### config.mk
export PLATFORM = sky130hd
export DESIGN_NAME = lbp_queue
export DESIGN_NICKNAME = d
export VERILOG_FILES = /design/src/rtl/core/lbp_pkg.sv /design/src/rtl/core/lbp_queue.sv
export SDC_FILE = /design/constraint.sdc
export NUM_CORES = 1
export LEC_CHECK = 0
export BUFFER_PORTS_ARGS = -buffer_cell sky130_fd_sc_hd__buf_2
export CORE_ASPECT_RATIO = 1.75
export CORE_UTILIZATION = 49
export DETAILED_ROUTE_END_ITERATION = 8
export MAX_ROUTING_LAYER = met4
export PLACE_DENSITY = 0.7
export SLEW_MARGIN = 0
export SYNTH_ARGS = -nofsm -noshare
export SYNTH_HDL_FRONTEND = slang
export SYNTH_SLANG_ARGS = --single-unit
### constraint.sdc
create_clock -name clk -period 3.4 [get_ports clk]
set_clock_uncertainty 0.15 [all_clocks]
set_input_delay 0.17 -clock clk [delete_from_list [all_inputs] [get_ports clk]]
set_output_delay 0.17 -clock clk [all_outputs]
set_load 0.02 [all_outputs]
### src/rtl/core/lbp_pkg.sv
// lbp_pkg: shared sizes, types, codes and helpers for the 3x3 LBP code stream.
// No dependencies; imported by every module of the block but lbp_ram.
package lbp_pkg;

    localparam int MAX_WIDTH  = 1024;
    localparam int MAX_HEIGHT = 1024;

    localparam int PIX_W      = 8;
    localparam int CODE_W     = 8;
    localparam int POS_W      = 10;
    localparam int SIZE_W     = 11;
    localparam int CFG_IDX_W  = 2;
    localparam int CFG_DATA_W = 11;
    localparam int MODE_W     = 2;

    localparam int COL_W  = $clog2(MAX_WIDTH);
    localparam int ROW_W  = $clog2(MAX_HEIGHT);
    localparam int CNT_MAX_W = (COL_W > ROW_W) ? COL_W : ROW_W;
    localparam int CMP_W  = (CNT_MAX_W + 1 > SIZE_W) ? CNT_MAX_W + 1 : SIZE_W;

    localparam int WIN_W = 6 * PIX_W;

    localparam int QUEUE_DEPTH = 4;
    localparam int QPTR_W      = $clog2(QUEUE_DEPTH);
    localparam int QCNT_W      = $clog2(QUEUE_DEPTH + 1);

    localparam int WIDTH_RESET  = 640;
    localparam int HEIGHT_RESET = 480;

    localparam logic [CFG_IDX_W-1:0] REG_WIDTH  = CFG_IDX_W'(0);
    localparam logic [CFG_IDX_W-1:0] REG_HEIGHT = CFG_IDX_W'(1);
    localparam logic [CFG_IDX_W-1:0] REG_MODE   = CFG_IDX_W'(2);

    localparam logic [CODE_W-1:0] NON_UNIFORM_CODE = CODE_W'(170);
    localparam logic [CODE_W-1:0] CODE_ALL_ONES    = CODE_W'(255);

    typedef enum logic [MODE_W-1:0] {
        MODE_PLAIN   = 2'd0,
        MODE_UNIFORM = 2'd1,
        MODE_MIN_ROT = 2'd2
    } code_mode_t;

    typedef struct packed {
        logic [SIZE_W-1:0] width;
        logic [SIZE_W-1:0] height;
        logic              restart;
    } frame_cfg_t;

    typedef struct packed {
        logic [CODE_W-1:0] code;
        logic [POS_W-1:0]  row;
        logic [POS_W-1:0]  col;
        logic              last;
    } code_item_t;

    function automatic logic [SIZE_W-1:0] clamp_size(input logic [SIZE_W-1:0] v,
                                                     input int maxv);
        logic [SIZE_W-1:0] res;
        begin
            if (v < SIZE_W'(3))
                res = SIZE_W'(3);
            else if (int'(v) > maxv)
                res = SIZE_W'(maxv);
            else
                res = v;
            return res;
        end
    endfunction

endpackage

### src/rtl/core/lbp_queue.sv
// lbp_queue: short register FIFO of raw code words between front and back.
// Depends on lbp_pkg.
module lbp_queue
    import lbp_pkg::*;
(
    input  logic              clk,
    input  logic              rst_n,
    input  logic              push,
    input  code_item_t        push_item,
    input  logic              pop,
    output code_item_t        head_item,
    output logic              not_empty,
    output logic [QCNT_W-1:0] count
);

    code_item_t        item_reg [QUEUE_DEPTH];
    logic [QPTR_W-1:0] wr_ptr_reg;
    logic [QPTR_W-1:0] rd_ptr_reg;
    logic [QCNT_W-1:0] count_reg, count_next;

    always_comb
    begin
        count_next = count_reg;
        if (push && !pop)
            count_next = count_reg + QCNT_W'(1);
        else if (pop && !push)
            count_next = count_reg - QCNT_W'(1);
    end

    always_ff @(posedge clk or negedge rst_n)
    begin
        if (!rst_n)
        begin
            wr_ptr_reg <= '0;
            rd_ptr_reg <= '0;
            count_reg  <= '0;
        end
        else
        begin
            if (push)
                wr_ptr_reg <= wr_ptr_reg + QPTR_W'(1);
            if (pop)
                rd_ptr_reg <= rd_ptr_reg + QPTR_W'(1);
            count_reg <= count_next;
        end
    end

    always_ff @(posedge clk)
    begin
        if (push)
        begin
            item_reg[wr_ptr_reg] <= push_item;
        end
    end

    assign head_item = item_reg[rd_ptr_reg];
    assign not_empty = count_reg != '0;
    assign count     = count_reg;

endmodule

==> impl_metrics.ini, run 1 <==
[clock_tree]
cts_setup_buffers = 0
cts_buffer_depth = 2
cts_tree = built
insertion_delay_ps = 400
cts.sinks = 123
cts_made_buffers = 17
clkSlewWorstSetupHoldPaths_ps = 50
cts_root_buf = clkbuf_16
htreeDepth = 4

[status]
outcome = finished, final reports clean

[finish]
post-route-util_pct = 65.9
antenna_cells = 0
fin_area_mm2 = 0.00596
layout-drive-gt1-share_pct = 41.8
largest_register_ffs = 116
syn_to_final_growth_pct = 30.3
final_nets = 342

[grt]
use_met2_pct = 27.8
track_usage_pct = 18.0
use_met1_pct = 20.6
grt_overflow = 0
grt_max_degree = 30
grt_pass1_wl_mm = 11.3
gr-usage-met3_pct = 6.18
antenna_found_initial = 0
grt_pass1_vias = 2317
grt-busiest-layer = met2

[sta]
slew_headroom_pct = 47.0
fin_crit_sh_pct = 73.9
finalHoldViolations = 0
setup_ws_ps = 887
worst_pin_slew_ps = 795
layout_min_cycle_time_ps = 2510
rsz0062_at_grt = false
setup_viol = 0
maxSlewViolCount = 0
setup_tns_ps = 0
fmax_mhz = 398

[power_and_ir_drop]
p_comb_share_pct = 27.2
vdd_ir_drop_max_uv = 608
internal_power_mw = 3.75
seq_power_share_pct = 41.3
p_leak_nw = 2.16
swShare_pct = 28.9
total_power_mw = 5.28
p_switching_mw = 1.53
p_per_area_mw_per_mm2 = 886
power_frac_clock_pct = 31.5

[worst_setup_path]
reg2reg_depth = 3
regToRegStartpoint = wr_ptr_reg[0]
crit_fanout = 21
end_kind = output pin
rrSetupSlack_ps = 1530
timing.rr.end = item_reg[0][19]
critPathKind = register to output pin
critPathLaunchType = register
crit_arrival_ps = 2190
cp.required_ps = 3080

[synth]
synth.most_common_cell = edfxtp_1
ys_seq_elements = 123
ys_types = 18
synth_warnings = 0
synth_cells = 184
ys_top_cells_by_area = edfxtp_1, mux4_2, dfrtp_1, ha_1, xor2_1
yosysTopAreaCell = edfxtp_1
async_reset_ff_share_pct = 5.69
synth_seq_area_share_pct = 80.0
synth_top_area_share_pct = 76.2
syn_area_mm2 = 0.00457
synth_edf_count = 116
synth_fp_nets = 223
synth_ff_type = edfxtp_1
yosys-top-cells-count = edfxtp_1, mux4_2, dfrtp_1
synth_area_per_cell_um2 = 24.8

[drt]
postRouteAntennaNets = 0
wl_mm = 7.33
vias_per_cell = 5.08
dr.pass1.iters = 4
wl_per_cell_um = 16.8
drc_errors = 0
vias = 2214
dr.first_iter.drc_count = 145

[floorplanning]
chipWidth_um = 75.0
die_h_um = 130
coreArea_mm2 = 0.00904
start_util_pct = 50.6
die-area_mm2 = 0.00974
rows = 46
ios = 66

[placement]
place_area_mm2 = 0.00506
port_buffers = 65
hpwlAfterDp_mm = 4.47
pre_cts_slack_ps = 1250
gp_congestion = 0.727

[hold_path]
hold-path-cell-count = 1
hp-class = register to register
hp-start = count[2]
whs_endpoint = count[2]

[flow_run]
drv_cap = 0
-- power by group through the flow --
| stage | clock (mW) | combinational, mW | sequential (mW) |
|---|---|---|---|
| floorplan | 0 | 1.08 | 2.12 |
| global placement | 0 | 1.42 | 2.21 |
| detailed placement | 0 | 1.43 | 2.22 |
| CTS | 1.69 | 1.46 | 2.19 |
| global route | 1.75 | 1.55 | 2.22 |
| finish | 1.66 | 1.43 | 2.18 |
-- critical path: stages (launching register included) --
cell and delay (ps):
dfrtp_2 790, buf_4 300, mux4_2 520, buf_2 180
-- kinds of logic (layout without fill, tap and decap cells) --
family                     after synthesis  after routing  synth area share, %
DFF                                    123            123                 80.0
muxes                                   30             30                 14.6
buffers and inverters                   10            142                 1.37
and+or+nand+nor                          8              8                0.930
adders and majority gates                6              6                 1.81
xor gates and xnor gates                 6              6                 1.15
AOI/OAI and AO/OA                        1              1                0.109
-- placed cells by master, fill, tap and decap left out, types with 2 or more instances in the layout --
cell	Yosys	routed
edfxtp_1	116	116
buf_2	2	65
dlygate4sd3_1	0	33
mux4_2	28	28
clkbuf_16	0	17
buf_4	0	8
clkinv_2	0	7
dfrtp_1	7	6
ha_1	5	5
inv_1	4	4
xor2_1	4	4
clkbuf_1	1	4
and2_1	4	3
xnor2_1	2	2
nand2_1	2	2
bufinv_16	0	2
clkbuf_8	0	2
-- how the worst max path moves through the flow --
stage	cells after the start	slack [ps]	startpoint	to
after floorplan	3	1520	wr_ptr_reg[0]	item_reg[2][0]
after global placement	3	1250	rd_ptr_reg[0]	head_item[11]
after detailed placement	3	1250	rd_ptr_reg[0]	head_item[0]
after CTS	3	810	rd_ptr_reg[0]	head_item[0]
after global routing	3	750	rd_ptr_reg[0]	head_item[1]
final	3	890	rd_ptr_reg[0]	head_item[0]
-- routing by layer --
metal  share of wire [%]  vias to the layer above  wire length (µm)
met1                  41                     1136              2970
met5                   0                        -                 0
met2                  54                       62              3930
met3                 4.4                        9               323
met4                 1.4                        0               106
li1                    -                     1007                 -
-- final cells by class --
type	count	area (µm²)
sequential	123	3660
fill	620	3080
multi-input combinational	51	852
timing repair buffer	106	716
clock buffer	23	468
tap	120	150
clock inverter	9	95.1
inverter	4	15.0
-- through the flow --
stage                     hold slack, ps  std cells
after global placement              -131        371
after CTS                            340        436
after global routing                 351        436
after floorplan                     -276        184
final                                338        436
after detailed placement            -129        371
-- repair_timing --
| action | CTS | global route |
|---|---|---|
| hold buffers | 33 | 0 |
| setup endpoints to repair | 0 | 0 |
| hold endpoints to repair | 127 | 0 |
| resized for setup | 0 | 0 |
Power figures use the tool's default switching activity.
==> run 2: changes to the inputs <==
- ABC_AREA: unset -> 1
- PLACE_DENSITY: 0.7 -> 0.69
- clock period: 3.4 -> 2.5 ns (I/O delays scaled with it)
==> run 2 against run 1 <==
Compared with the run above: clock power grew 17%; global-route usage grew 0.95 points; power grew 44%; critical path type unchanged; highest routed layer unchanged.
==> impl_metrics.ini, run 2 <==
[status]
outcome = finished, final reports clean

[clock_tree]
cts.sinks = 123
clkSlewWorstSetupHoldPaths_ps = 50
insertion_delay_ps = 400
cts_buffer_depth = 2
htreeDepth = 4
cts_made_buffers = 17
cts_root_buf = clkbuf_16
cts_tree = built
cts-resized-gates = 0

[grt]
grt_max_degree = 67
grt_overflow = 0
antenna_found_initial = 0
track_usage_pct = 18.9
grt_pass1_wl_mm = 14.1
grt_pass1_vias = 3069

[finish]
syn_to_final_growth_pct = 24.9
antenna_cells = 0
fillCellCount = 799
instances_no_fill = 631
multi_input_comb_area_mm2 = 0.00105
final_nets = 534
layout_commonest_cell = edfxtp_1
seqCellArea_mm2 = 0.00366
mostFrequentLayoutCells = edfxtp_1, nand2_1, inv_1
largest_register_ffs = 116
layout-drive-gt1-share_pct = 23.1

[placement]
port_buffers = 65
placedCellCount = 568
hpwlAfterDp_mm = 5.73
pre_cts_slack_ps = 634
gp_congestion = 0.734

[worst_setup_path]
end_kind = output pin
crit_fanout = 66
crit_arrival_ps = 2000
cp.required_ps = 2230
critPathLaunchType = register
critPathKind = register to output pin

[synth]
synth_top_area_share_pct = 68.3
synth_warnings = 0
synth_fp_nets = 425
yosysTopAreaCell = edfxtp_1
ys_types = 20
syn_area_mm2 = 0.00510
synth_ff_type = edfxtp_1
yosys-top-cells-count = edfxtp_1, nand2_1, inv_1
async_reset_ff_share_pct = 5.69
ys_seq_elements = 123
ys_top_cells_by_area = edfxtp_1, nand2_1, o211ai_1, inv_1, o211ai_2
synth.most_common_cell = edfxtp_1
synth_cells = 386
synth_area_per_cell_um2 = 13.2
synth_seq_area_share_pct = 71.8
synth_edf_count = 116

[sta]
fmax_mhz = 439
fin_crit_sh_pct = 91.2
setup_ws_ps = 221
finalHoldViolations = 0
worst_hold_slack_ps = 328
layout_min_cycle_time_ps = 2280
slew_headroom_pct = 55.4
rsz0062_at_grt = false
setup_tns_ps = 0
maxSlewViolCount = 0
setup_viol = 0
worst_pin_slew_ps = 669

[floorplanning]
start_util_pct = 51.1
die_h_um = 137
die-area_mm2 = 0.0108
coreArea_mm2 = 0.00997
rows = 48
chipWidth_um = 79.1
ios = 66

[drt]
vias = 3127
postRouteAntennaNets = 0
vias_per_cell = 4.96
wl_per_cell_um = 14.5
drc_errors = 0
dr.pass1.iters = 4
wl_mm = 9.15
dr.first_iter.drc_count = 132

[hold_path]
hp-class = input pin to register

[power_and_ir_drop]
p_leak_nw = 2.67
vdd_ir_drop_max_uv = 661
total_power_mw = 7.60
p_per_area_mw_per_mm2 = 1190

[flow_run]
drv_cap = 0
run 2: cell types whose count changed in the layout (fill, tap and decap cells not counted), sizes merged, moves of 2 or more:
cell,change
inv,+66
mux4,-29
and2,-4
o211ai,+58
nand2,+99
bufinv,-2
buf,+4
run 2: final timing paths:
path	from	end	slack [ps]	cells past startpoint
max	rd_ptr_reg[0]	head_item[17]	220	5
min	push_item[9]	item_reg[1][9]	330	2
max reg2reg	rd_ptr_reg[0]	rd_ptr_reg[1]	830	3
min reg2reg	count[2]	count[2]	360	2
max in group asynchronous	rst_n	rd_ptr_reg[0]	1340	3
min in group asynchronous	rst_n	wr_ptr_reg[0]	550	3
run 2: cell type report:
| cell class | count | area share, % |
|---|---|---|
| clock buffers | 23 | 7.03 |
| clock inverters | 7 | 0.432 |
| inverters | 70 | 4.13 |
| multi-input cells | 173 | 16.5 |
| flip-flops and latches | 123 | 57.5 |
| well taps | 125 | 2.46 |
| repair buffers | 110 | 11.9 |
run 2: timing repair:
| item | CTS | global route |
|---|---|---|
| endpoints found under the hold margin | 127 | 0 |
| hold buffers | 33 | 0 |
| setup buffers | 0 | 0 |
run 2: logic make-up after synthesis:
group	count (synthesis)	synth area share [%]
AOI/OAI and AO/OA	59	10.6
buffers and inverters	90	7.58
DFF	123	71.8
adders and majority gates	6	1.62
and+or+nand+nor	104	7.73
xor gates and xnor gates	4	0.687
run 2: power breakdown:
part / switching [mW] / internal (mW)
clock: 0.731 / 1.22
combinational: 1.73 / 0.913
sequential: 0.285 / 2.72
run 2: worst max-delay path, cell delays in order, from the launching register on:
cell,delay (ps)
dfrtp_4,860
buf_4,300
nand2_1,70
o211ai_1,100
nand2_1,100
buf_2,170
run 2: routing by layer:
metal	routed length (µm)	vias to the layer above	global-route usage, %
met5	0	-	-
met4	259	0	11.0
met3	329	16	4.67
met2	5020	74	32.5
met1	3540	1497	19.2
li1	-	1540	-
run 2: through the flow:
step | util [%] | instance area, µm²
2_1_floorplan | - | 5100
3_3_place_gp | 55.8 | 5560
3_5_place_dp | 55.8 | 5560
4_1_cts | 63.9 | 6370
5_1_grt | 63.9 | 6370
6_report | 63.9 | 6370
