**src/rtl/core/lbp_pkg.sv**
```systemverilog
// lbp_pkg: shared sizes, types, codes and helpers for the 3x3 LBP code stream.
// No dependencies; imported by every module of the block but lbp_ram.
package lbp_pkg;

    localparam int MAX_WIDTH  = 1024;
    localparam int MAX_HEIGHT = 1024;

    localparam int PIX_W      = 8;
    localparam int CODE_W     = 8;
    localparam int POS_W      = 10;
    localparam int SIZE_W     = 11;
    localparam int CFG_IDX_W  = 2;
    localparam int CFG_DATA_W = 11;
    localparam int MODE_W     = 2;

    localparam int COL_W  = $clog2(MAX_WIDTH);
    localparam int ROW_W  = $clog2(MAX_HEIGHT);
    localparam int CNT_MAX_W = (COL_W > ROW_W) ? COL_W : ROW_W;
    localparam int CMP_W  = (CNT_MAX_W + 1 > SIZE_W) ? CNT_MAX_W + 1 : SIZE_W;

    localparam int WIN_W = 6 * PIX_W;

    localparam int QUEUE_DEPTH = 4;
    localparam int QPTR_W      = $clog2(QUEUE_DEPTH);
    localparam int QCNT_W      = $clog2(QUEUE_DEPTH + 1);

    localparam int WIDTH_RESET  = 640;
    localparam int HEIGHT_RESET = 480;

    localparam logic [CFG_IDX_W-1:0] REG_WIDTH  = CFG_IDX_W'(0);
    localparam logic [CFG_IDX_W-1:0] REG_HEIGHT = CFG_IDX_W'(1);
    localparam logic [CFG_IDX_W-1:0] REG_MODE   = CFG_IDX_W'(2);

    localparam logic [CODE_W-1:0] NON_UNIFORM_CODE = CODE_W'(170);
    localparam logic [CODE_W-1:0] CODE_ALL_ONES    = CODE_W'(255);

    typedef enum logic [MODE_W-1:0] {
        MODE_PLAIN   = 2'd0,
        MODE_UNIFORM = 2'd1,
        MODE_MIN_ROT = 2'd2
    } code_mode_t;

    typedef struct packed {
        logic [SIZE_W-1:0] width;
        logic [SIZE_W-1:0] height;
        logic              restart;
    } frame_cfg_t;

    typedef struct packed {
        logic [CODE_W-1:0] code;
        logic [POS_W-1:0]  row;
        logic [POS_W-1:0]  col;
        logic              last;
    } code_item_t;

    function automatic logic [SIZE_W-1:0] clamp_size(input logic [SIZE_W-1:0] v,
                                                     input int maxv);
        logic [SIZE_W-1:0] res;
        begin
            if (v < SIZE_W'(3))
                res = SIZE_W'(3);
            else if (int'(v) > maxv)
                res = SIZE_W'(maxv);
            else
                res = v;
            return res;
        end
    endfunction

endpackage

```
**src/rtl/core/lbp_back.sv**
```systemverilog
// lbp_back: mode mapping of raw codes and the output word register.
// Depends on lbp_pkg; drains lbp_queue.
module lbp_back
    import lbp_pkg::*;
(
    input  logic              clk,
    input  logic              rst_n,
    input  logic [MODE_W-1:0] mode,
    input  code_item_t        head_item,
    input  logic              not_empty,
    output logic              pop,
    output logic              code_valid,
    input  logic              code_ready,
    output logic [CODE_W-1:0] pattern_code,
    output logic [POS_W-1:0]  center_row,
    output logic [POS_W-1:0]  center_col,
    output logic              last_of_frame
);

    logic              out_valid_reg;
    code_item_t        out_item_reg;
    logic [CODE_W-1:0] rot   [CODE_W];
    logic [CODE_W-1:0] uniform_code;
    logic [CODE_W-1:0] min_code;
    logic [CODE_W-1:0] mapped_code;

    // rot[i] is the code rotated left by i+1
    always_comb
    begin
        for (int i = 0; i < CODE_W; i++)
        begin
            rot[i] = CODE_W'({head_item.code, head_item.code} >> (CODE_W - 1 - i));
        end
    end

    always_comb
    begin
        uniform_code = NON_UNIFORM_CODE;
        for (int i = CODE_W - 1; i >= 0; i--)
        begin
            if ((((CODE_W+1)'(rot[i]) + (CODE_W+1)'(1)) & (CODE_W+1)'(rot[i])) == '0)
                uniform_code = rot[i];
        end
    end

    always_comb
    begin
        min_code = CODE_ALL_ONES;
        for (int i = 0; i < CODE_W; i++)
        begin
            if (rot[i] < min_code)
                min_code = rot[i];
        end
    end

    always_comb
    begin
        case (mode)
            MODE_UNIFORM: mapped_code = uniform_code;
            MODE_MIN_ROT: mapped_code = min_code;
            MODE_PLAIN:   mapped_code = head_item.code;
            default:      mapped_code = head_item.code;
        endcase
    end

    assign pop = not_empty && (!out_valid_reg || code_ready);

    always_ff @(posedge clk or negedge rst_n)
    begin
        if (!rst_n)
        begin
            out_valid_reg <= 1'b0;
        end
        else if (pop)
        begin
            out_valid_reg <= 1'b1;
        end
        else if (code_ready)
        begin
            out_valid_reg <= 1'b0;
        end
    end

    always_ff @(posedge clk)
    begin
        if (pop)
        begin
            out_item_reg.code <= mapped_code;
            out_item_reg.row  <= head_item.row;
            out_item_reg.col  <= head_item.col;
            out_item_reg.last <= head_item.last;
        end
    end

    assign code_valid    = out_valid_reg;
    assign pattern_code  = out_item_reg.code;
    assign center_row    = out_item_reg.row;
    assign center_col    = out_item_reg.col;
    assign last_of_frame = out_item_reg.last;

endmodule

```
**config.mk**
```make
export PLATFORM = sky130hd
export DESIGN_NAME = lbp_back
export DESIGN_NICKNAME = d
export VERILOG_FILES = /design/src/rtl/core/lbp_pkg.sv /design/src/rtl/core/lbp_back.sv
export SDC_FILE = /design/constraint.sdc
export NUM_CORES = 1
export LEC_CHECK = 0
export BUFFER_PORTS_ARGS = -buffer_cell sky130_fd_sc_hd__buf_4
export CORE_ASPECT_RATIO = 0.6
export CORE_UTILIZATION = 45
export DETAILED_ROUTE_END_ITERATION = 6
export PLACE_DENSITY_LB_ADDON = 0.05
export SKIP_CTS_REPAIR_TIMING = 1
export SYNTH_ARGS = -nofsm -noshare
export SYNTH_HDL_FRONTEND = slang
export SYNTH_SLANG_ARGS = --single-unit
```
**constraint.sdc**
```tcl
create_clock -name clk -period 3.4 [get_ports clk]
set_input_delay 0.17 -clock clk [delete_from_list [all_inputs] [get_ports clk]]
set_output_delay 0.17 -clock clk [all_outputs]
set_load 0.01 [all_outputs]
```
==> results of run 1 <==
==> per-layer routing <==
metal / vias up / track usage (%)
li1: 2324 / -
met1: 2430 / 45.4
met2: 301 / 47.0
met3: 35 / 7.82
met4: 0 / 5.12
met5: - / 0
==> cells by family (layout without fill, tap and decap cells) <==
| kind of cell | count (synthesis) | count (layout) | share of synthesized area [%] |
|---|---|---|---|
| fa+ha+maj | 52 | 52 | 15.4 |
| buf+inv | 71 | 268 | 6.76 |
| compound gates | 178 | 178 | 32.1 |
| flops | 30 | 30 | 21.3 |
| xor+xnor | 3 | 3 | 0.626 |
| simple gates | 136 | 136 | 16.1 |
| mux | 31 | 31 | 7.69 |
==> synthesized netlist by cell type, types with 5 or more instances <==
library cell,count
inv_1,28
nor3_1,5
o221ai_1,8
ha_1,51
nor2b_1,6
edfxtp_1,29
nand2_1,35
o211ai_1,41
nand3_1,16
nand4_1,7
mux2i_1,24
clkinv_1,5
nand2b_1,9
o21ai_0,40
mux2_2,6
a21oi_1,30
o221ai_2,7
a21o_1,7
nor2_1,34
clkbuf_1,26
==> registers in the layout (all words and copies together), names as in the netlist <==
| name | cells |
|---|---|
| pattern_code | 8 |
| code_valid | 1 |
| last_of_frame | 1 |
| center_col | 10 |
| center_row | 10 |
==> final timing paths <==
| check | from | end | depth (start not counted) |
|---|---|---|---|
| worst min register to register | code_valid | code_valid | 2 |
| worst min-delay path | head_item[3] | center_col[2] | 1 |
| min in group asynchronous | rst_n | code_valid | 2 |
| worst max register to register | code_valid | center_row[1] | 3 |
| worst max-delay path | head_item[21] | pattern_code[3] | 63 |
| max in group asynchronous | rst_n | code_valid | 2 |
==> report_power, final <==
part,internal [mW],leakage (nW),switching [mW]
logic,1.75,2.47,1.69
clock network,0.267,0.0683,0.168
registers,0.446,0.289,0.00877
total,2.47,2.83,1.86
==> stage by stage <==
step                      hold slack, ns  instance area [um^2]  power [mW]  TNS, ns  std cells
final                             0.0572                  6670        4.33   -64.77        810
after global placement           -0.0545                  5850        2.91   -64.11        773
after CTS                         -0.352                  5980        3.45   -64.80        781
after global routing              0.0541                  6670        4.54   -68.34        810
after detailed placement         -0.0537                  5850        3.00   -66.55        773
after floorplan                   -0.126                  4460        1.95   -66.07        501
==> cell type report <==
cell class / count / share of cell area [%]
Sequential cell: 30 / 13.4
Multi-Input combinational cell: 400 / 53.6
Inverter: 34 / 2.16
Clock buffer: 6 / 1.93
Timing Repair Buffer: 226 / 26.6
Clock inverter: 2 / 0.131
Tap cell: 112 / 2.10
==> impl_results.md, run 1 <==
* CP max stage cell: or4_4
* CTS tree: built
* Number of diodes at 0
* Layout cells sized above 1 at 49.1%
* Post-Syn Instances at 501
* Post-synth EDFFs at 29
* Hold Crit Class: in -> reg
* Synth Cell Area at 0.00420 mm^2
* Max-slew violation count at 0
* # rows at 26
* Failing checks: setup timing
* Via count at 5090
* Synth cell types at 68
* Max layer used: met4
* Clock sink count at 30
* Mean number of vias per cell at 6.28
* Slowest Stage Delay on Critical Path at 0.54 ns
* PortBufs at 65
* Final Skew at 0.00153 ns
* Post-route DRC at 0
* Leading area contributor after synthesis: edfxtp_1
* Seq/Total Area, Yosys at 21.3%
* Arr. time, crit path at 11.66 ns
* Slew HR at 56.3%
* Worst slew pin tran at 0.647 ns
* CTS H-Tree Depth at 2
* Routed Antenna Nets at 0
* Mapped Avg Cell Area at 8.38 um^2
* Register area at 896 um^2
* TritonCTS Buffers at 5
* Clock latency at the later pin of the worst-skew pair at 0.29 ns
* Core region area at 0.00878 mm^2
* Pre-CTS setup slack at -8.34 ns
* Commonest non-fill, non-tap cell in the layout: buf_4
* Yosys top cell area share at 20.7%
* RePlAce Congestion at 0.935
* Die Y at 76.8 um
* Nets at 783
* LEAKAGE at 2.83 nW
* Synth top area cells: edfxtp_1 21%, ha_1 15%, o211ai_1 7.3%
* Max VDD drop at 0.000361 V
* Area of the multi-input gates at 0.00358 mm^2
* Initial antenna violation count at 0
* Final number of hold-violating endpoints at 0
* Critical Path End Type: flop
* Final core utilization at 75.9%
* WL met2 at 7540 um
* Final HPWL DP at 11100 um
* Most used DFF post-synth: edfxtp_1
* Vias in the first global route at 4537
* Buffer and inverter count on the worst path at 12
* Final period utilization at 339%
* Yosys reg bits at 30
* Setup ws final at -8.14 ns
* Routed len/inst at 21.0 um
* Grt total ovfl at 0
* Async SR Flop Fraction at 3.33%
* Met3 wire len at 1610 um
* Die Wd at 127 um
* MaxCap Viol Count at 0
* Endpoints failing setup at 8
* I/O pin total at 66
* Clock period minus worst slack at 11.54 ns
* Reg2Reg Setup Slack at 2.07 ns
* First-pass GRT wire length at 23700 um
* Max FO, Critical Path at 8
* Power Density at 649 mW/mm^2
* Most frequent cells in the layout: 212 x buf_4, 41 x o211ai_1, 33 x ha_1, 29 x edfxtp_1, 28 x nand2_1
* Final WL at 17000 um
* Largest net degree at the start of global routing at 31
* CP top delay family: compound AO/OA/AOI/OAI gates
* Fmax at 0.0867 GHz
* Layout area overhead at 58.8%
* Iter 0 DRT Violations at 484
* Cell mode on critical path: ha_4
* CTS Root Cell: clkbuf_16
* Crit Path Class: in -> reg
* Fillers at 602
* Router iterations before antenna repair at 6
* Worst-path clk slew at 0.05 ns
* DIE AREA at 0.00973 mm^2
* Worst endpoint required time at 3.52 ns
* Mapped Nets at 587
* Clock tree buffer depth at 2
* Initial Util at 47.8%
* RSZ-0062 raised after global routing: true
* GRT Total Usage at 31.2%
* DRT met1 WL at 7580 um
* Startpoint Class: input pin
* Outcome: finished with violations
* Syn. warnings at 0
(Power assumes the default switching activity.)
==> run 2: changes to the inputs <==
--- a/config.mk
+++ b/config.mk
@@ -9,7 +9,7 @@
 export CORE_ASPECT_RATIO = 0.6
 export CORE_UTILIZATION = 45
 export DETAILED_ROUTE_END_ITERATION = 6
-export PLACE_DENSITY_LB_ADDON = 0.05
+export PLACE_DENSITY = 0.66
 export SKIP_CTS_REPAIR_TIMING = 1
 export SYNTH_ARGS = -nofsm -noshare
 export SYNTH_HDL_FRONTEND = slang
==> constraint.sdc (replaced) <==
create_clock -name clk -period 3.4 [get_ports clk]
set_input_delay 0.68 -clock clk [delete_from_list [all_inputs] [get_ports clk]]
set_output_delay 0.68 -clock clk [all_outputs]
set_load 0.01 [all_outputs]
==> impl_results.md, run 2 (synthesized netlist as in run 1, its figures left out) <==
* Fmax at 0.0821 GHz (-5.3%)
* Initial Util at 47.8% (unchanged)
* Final WL at 17100 um (+0.31%)
* Reg2Reg Setup Slack at 1.92 ns (-0.15 ns)
* Total power at 4.20 mW (-2.9%)
* Post-route DRC at 0 (unchanged)
* Most frequent cells in the layout: 203 x buf_4, 41 x o211ai_1, 32 x nand2_1, 29 x edfxtp_1, 28 x ha_1
* Iter 0 DRT Violations at 431 (-11%)
* Commonest non-fill, non-tap cell in the layout: buf_4
* DIE AREA at 0.00973 mm^2 (unchanged)
* Max-slew violation count at 0 (unchanged)
* Outcome: finished with violations
* RSZ-0062 raised after global routing: true
* Die Y at 76.8 um (unchanged)
* Final period utilization at 358% (+19 points)
* Vias in the first global route at 4548 (+0.24%)
* Critical Path End Type: flop
* Max FO, Critical Path at 8 (unchanged)
* Worst slew pin tran at 0.560 ns (-0.0877 ns)
* Endpoints failing setup at 8 (unchanged)
* Routed Antenna Nets at 0 (unchanged)
* # rows at 26 (unchanged)
* Setup ws final at -8.78 ns (-0.643 ns)
* Final number of hold-violating endpoints at 0 (unchanged)
* Worst Reg-to-Reg Cells at 3 (unchanged)
* Via count at 5091 (+0.020%)
* GRT Total Usage at 29.6% (-1.6 points)
* Clock tree buffer depth at 2 (unchanged)
* First-pass GRT wire length at 22900 um (-3.4%)
* Critical Path Source: head_item[21]
* Largest net degree at the start of global routing at 30 (-3.2%)
* Layout area overhead at 57.5%
* Crit Path Class: in -> reg
* Mean number of vias per cell at 6.36 (+1.1%)
* LEAKAGE at 2.77 nW (-2.0%)
* Failing checks: setup timing
* Startpoint Class: input pin
* PortBufs at 65 (unchanged)
* Arr. time, crit path at 12.29 ns (+0.63 ns)
* CTS Root Cell: clkbuf_16
* I/O pin total at 66 (unchanged)
* Worst r2r src: code_valid
* Number of diodes at 0 (unchanged)
* Clock latency at the later pin of the worst-skew pair at 0.28 ns (about the same)
* Post-route insts no fill at 801 (-1.1%)
* Placed cells at 770 (-0.39%)
* Core region area at 0.00878 mm^2 (unchanged)
* Slew HR at 62.4% (+6.1 points)
* Clock sink count at 30 (unchanged)
* CTS H-Tree Depth at 2 (unchanged)
* TritonCTS Buffers at 5 (unchanged)
* Power Density at 635 mW/mm^2 (-2.1%)
* Die Wd at 127 um (unchanged)
* Clock period minus worst slack at 12.18 ns (+0.643 ns)
* Layout cells sized above 1 at 48.2% (-0.95 points)
* Hold Crit Class: in -> async
* MaxCap Viol Count at 0 (unchanged)
* Worst endpoint required time at 3.51 ns (about the same)
* Final HPWL DP at 10900 um (-1.7%)
* Grt total ovfl at 0 (unchanged)
* Router iterations before antenna repair at 5 (-1)
* Final Skew at 0.00588 ns (+0.00436 ns)
* Worst setup path endpoint: pattern_code[3]
* CTS tree: built
* Max VDD drop at 0.000373 V (+3.5%)
* FF-to-FF End: center_row[0]
* CP max stage cell: or4_4
* Nets at 774 (-1.1%)
* Slowest Stage Delay on Critical Path at 0.44 ns (-0.10 ns)
* Fillers at 629 (+4.5%)
* Initial antenna violation count at 0 (unchanged)
* Routed len/inst at 21.3 um (+1.4%)
* RePlAce Congestion at 0.930 (-0.47%)
* Worst-path clk slew at 0.05 ns (about the same)
* Pre-CTS setup slack at -8.76 ns (-0.423 ns)
-- run 2: layout make-up --
cell class,instances,area [um^2],area share (%)
inverter,34,144,2.18
tap,112,140,2.12
clock inverter,2,8.76,0.132
clock buffer,6,129,1.95
timing repair buffer,215,1670,25.2
multi-input combinational,402,3630,54.9
sequential,30,896,13.5
-- run 2: how the worst min path moves through the flow --
stage / from / end / cells after the start
after floorplan: rst_n / code_valid / 0
after global placement: rst_n / code_valid / 1
after detailed placement: rst_n / code_valid / 1
after CTS: rst_n / code_valid / 1
after global routing: rst_n / code_valid / 1
final: rst_n / code_valid / 1
-- run 2: per-layer routing --
layer	wire length, um	part of all wire (%)	up-vias	global-route usage [%]
met5	0	0	-	0
met4	475	2.8	0	3.69
met3	1710	10	49	7.19
met2	7690	45	307	44.8
met1	7210	42	2428	43.5
li1	-	-	2307	-
-- run 2: report_power, final --
group	internal (mW)	total, mW	switching [mW]	leakage, nW
Sequential	0.446	0.455	0.00861	0.289
Combinational	1.65	3.34	1.68	2.41
Clock	0.266	0.412	0.146	0.0683
Total	2.37	4.20	1.84	2.77
-- run 2: critical path: cells and delay by family --
kind,cells,cell delay (ns)
adders and majority gates,7,1.97
and+or+nand+nor,18,2.74
buffers and inverters,12,1.42
AOI/OAI and AO/OA,23,4.40
muxes,4,1.07
-- run 2: metrics by stage --
| step | hold slack [ns] | area (um^2) | TNS (ns) | util (%) |
|---|---|---|---|---|
| 3_5_place_dp | 0.457 | 5810 | -69.87 | 66.2 |
| 4_1_cts | 0.166 | 5950 | -68.20 | 67.7 |
| 2_1_floorplan | 0.384 | 4460 | -70.15 | - |
| 3_3_place_gp | 0.456 | 5810 | -68.07 | 66.2 |
| 5_1_grt | 0.164 | 6610 | -72.46 | 75.3 |
| 6_report | 0.166 | 6610 | -70.00 | 75.3 |
==> run 3: changes to the inputs <==
--- a/config.mk
+++ b/config.mk
@@ -8,6 +8,7 @@
 export BUFFER_PORTS_ARGS = -buffer_cell sky130_fd_sc_hd__buf_4
 export CORE_ASPECT_RATIO = 0.6
 export CORE_UTILIZATION = 45
+export CTS_BUF_LIST = sky130_fd_sc_hd__clkbuf_8
 export DETAILED_ROUTE_END_ITERATION = 6
 export PLACE_DENSITY = 0.66
 export SKIP_CTS_REPAIR_TIMING = 1
==> impl_results.md, run 3 (synthesized netlist as in run 1, its figures left out) <==
* Slew HR at 60.7% (-1.7 points)
* MaxCap Viol Count at 0 (unchanged)
* Max-slew violation count at 0 (unchanged)
* TritonCTS Buffers at 5 (unchanged)
* Initial Util at 47.8% (unchanged)
* Commonest non-fill, non-tap cell in the layout: buf_4
* First-pass GRT wire length at 22800 um (-0.33%)
* Startpoint Class: input pin
* Layout cells sized above 1 at 47.7% (-0.44 points)
* Routed len/inst at 20.1 um (-5.7%)
* Final period utilization at 355% (-3.1 points)
* Final WL at 16100 um (-5.9%)
* Via count at 4983 (-2.1%)
* Worst-path clk slew at 0.07 ns (+0.02 ns)
* Die Y at 76.8 um (unchanged)
* I/O pin total at 66 (unchanged)
* Arr. time, crit path at 12.20 ns (-0.09 ns)
* Final core utilization at 74.3% (-0.98 points)
* Worst r2r src: code_valid
* Final HPWL DP at 10900 um (unchanged)
* Post-route DRC at 0 (unchanged)
* Failing checks: setup timing
* Worst slew pin tran at 0.585 ns (+0.0251 ns)
* Largest net degree at the start of global routing at 30 (unchanged)
* Most frequent cells in the layout: 201 x buf_4, 41 x o211ai_1, 32 x nand2_1, 29 x ha_1, 29 x edfxtp_1
* Iter 0 DRT Violations at 426 (-1.2%)
* Power Density at 601 mW/mm^2 (-5.4%)
* PortBufs at 65 (unchanged)
* GRT Total Usage at 29.5% (-0.080 points)
* Nets at 772 (-0.26%)
* Final number of hold-violating endpoints at 0 (unchanged)
* RSZ-0062 raised after global routing: true
* Routed Antenna Nets at 0 (unchanged)
* RePlAce Congestion at 0.930 (unchanged)
* Clock latency at the later pin of the worst-skew pair at 0.29 ns (about the same)
* Max FO, Critical Path at 8 (unchanged)
* CTS Root Cell: clkbuf_8
* Final Skew at 0.00873 ns (+0.00285 ns)
* Layout area overhead at 55.5%
* Crit Path Class: in -> reg
* Worst endpoint required time at 3.52 ns (about the same)
* Outcome: finished with violations
* Vias in the first global route at 4535 (-0.29%)
* Critical Path Source: head_item[21]
* LEAKAGE at 2.74 nW (-1.1%)
* CTS tree: built
* CP max stage cell: a2111oi_1
* Clock sink count at 30 (unchanged)
* Fmax at 0.0828 GHz (+0.87%)
* Setup ws final at -8.68 ns (+0.106 ns)
* DIE AREA at 0.00973 mm^2 (unchanged)
* Critical Path End Type: flop
* Die Wd at 127 um (unchanged)
* Pre-CTS setup slack at -8.76 ns (unchanged)
* Max VDD drop at 0.000305 V (-18%)
* Router iterations before antenna repair at 5 (unchanged)
* Initial antenna violation count at 0 (unchanged)
* Cell mode on critical path: ha_4
* Endpoints failing setup at 8 (unchanged)
* CTS H-Tree Depth at 2 (unchanged)
* # rows at 26 (unchanged)
* Hold Crit Class: in -> async
* Number of diodes at 0 (unchanged)
* Grt total ovfl at 0 (unchanged)
* Mean number of vias per cell at 6.24 (-1.9%)
* Slowest Stage Delay on Critical Path at 0.46 ns (+0.02 ns)
* Clock period minus worst slack at 12.08 ns (-0.106 ns)
* Core region area at 0.00878 mm^2 (unchanged)
* Clock tree buffer depth at 2 (unchanged)
[run 3: cell types whose count changed in the layout (fill, tap and decap cells not counted), sizes merged]
| cell | change |
|---|---|
| buf | -2 |
| clkbuf | -1 |
| inv | +1 |
[run 3: worst paths after layout]
kind | endpoint | slack [ns] | cells past startpoint
min | code_valid | 0.15 | 1
min in group clk | code_valid | 0.52 | 2
max | pattern_code[3] | -8.68 | 61
max in group asynchronous | code_valid | 3.17 | 1
min reg2reg | code_valid | 0.52 | 2
max reg2reg | center_row[0] | 1.91 | 3
[run 3: critical path, delay by kind of cell]
kind	cells	cell delay, ns
compound gates	23	5.01
simple gates	17	2.28
fa+ha+maj	7	1.95
buf+inv	10	1.20
mux	4	1.02
[run 3: per-layer routing]
metal	up-vias	GRT usage (%)	routed length (um)
met1	2408	43.4	7150
met4	0	3.93	314
met3	34	7.19	1340
met2	234	44.5	7260
li1	2307	-	-
met5	-	0	0
[run 3: power breakdown]
part	total (mW)	internal, mW	switching [mW]	leakage [nW]
Clock	0.273	0.137	0.136	0.0468
Combinational	3.20	1.61	1.58	2.40
Sequential	0.454	0.445	0.00878	0.289
[run 3: cell type report]
type                    instances  area, um^2
clock inverters                 3        12.5
repair buffers                213        1650
multi-input cells             402        3610
fillers                       649        2260
flip-flops and latches         30         896
clock buffers                   5        68.8
inverters                      34         144
well taps                     112         140
[run 3: through the flow]
stage          cells  total power [mW]  hold slack (ns)  TNS (ns)  area, um^2
2_1_floorplan    501              1.95            0.384    -70.15        4460
3_3_place_gp     770              2.88            0.456    -68.07        5810
3_5_place_dp     770              2.95            0.457    -69.87        5810
4_1_cts          778              3.24            0.147    -68.15        5890
5_1_grt          799              4.17            0.145    -71.83        6530
6_report         799              3.92            0.151    -69.02        6530
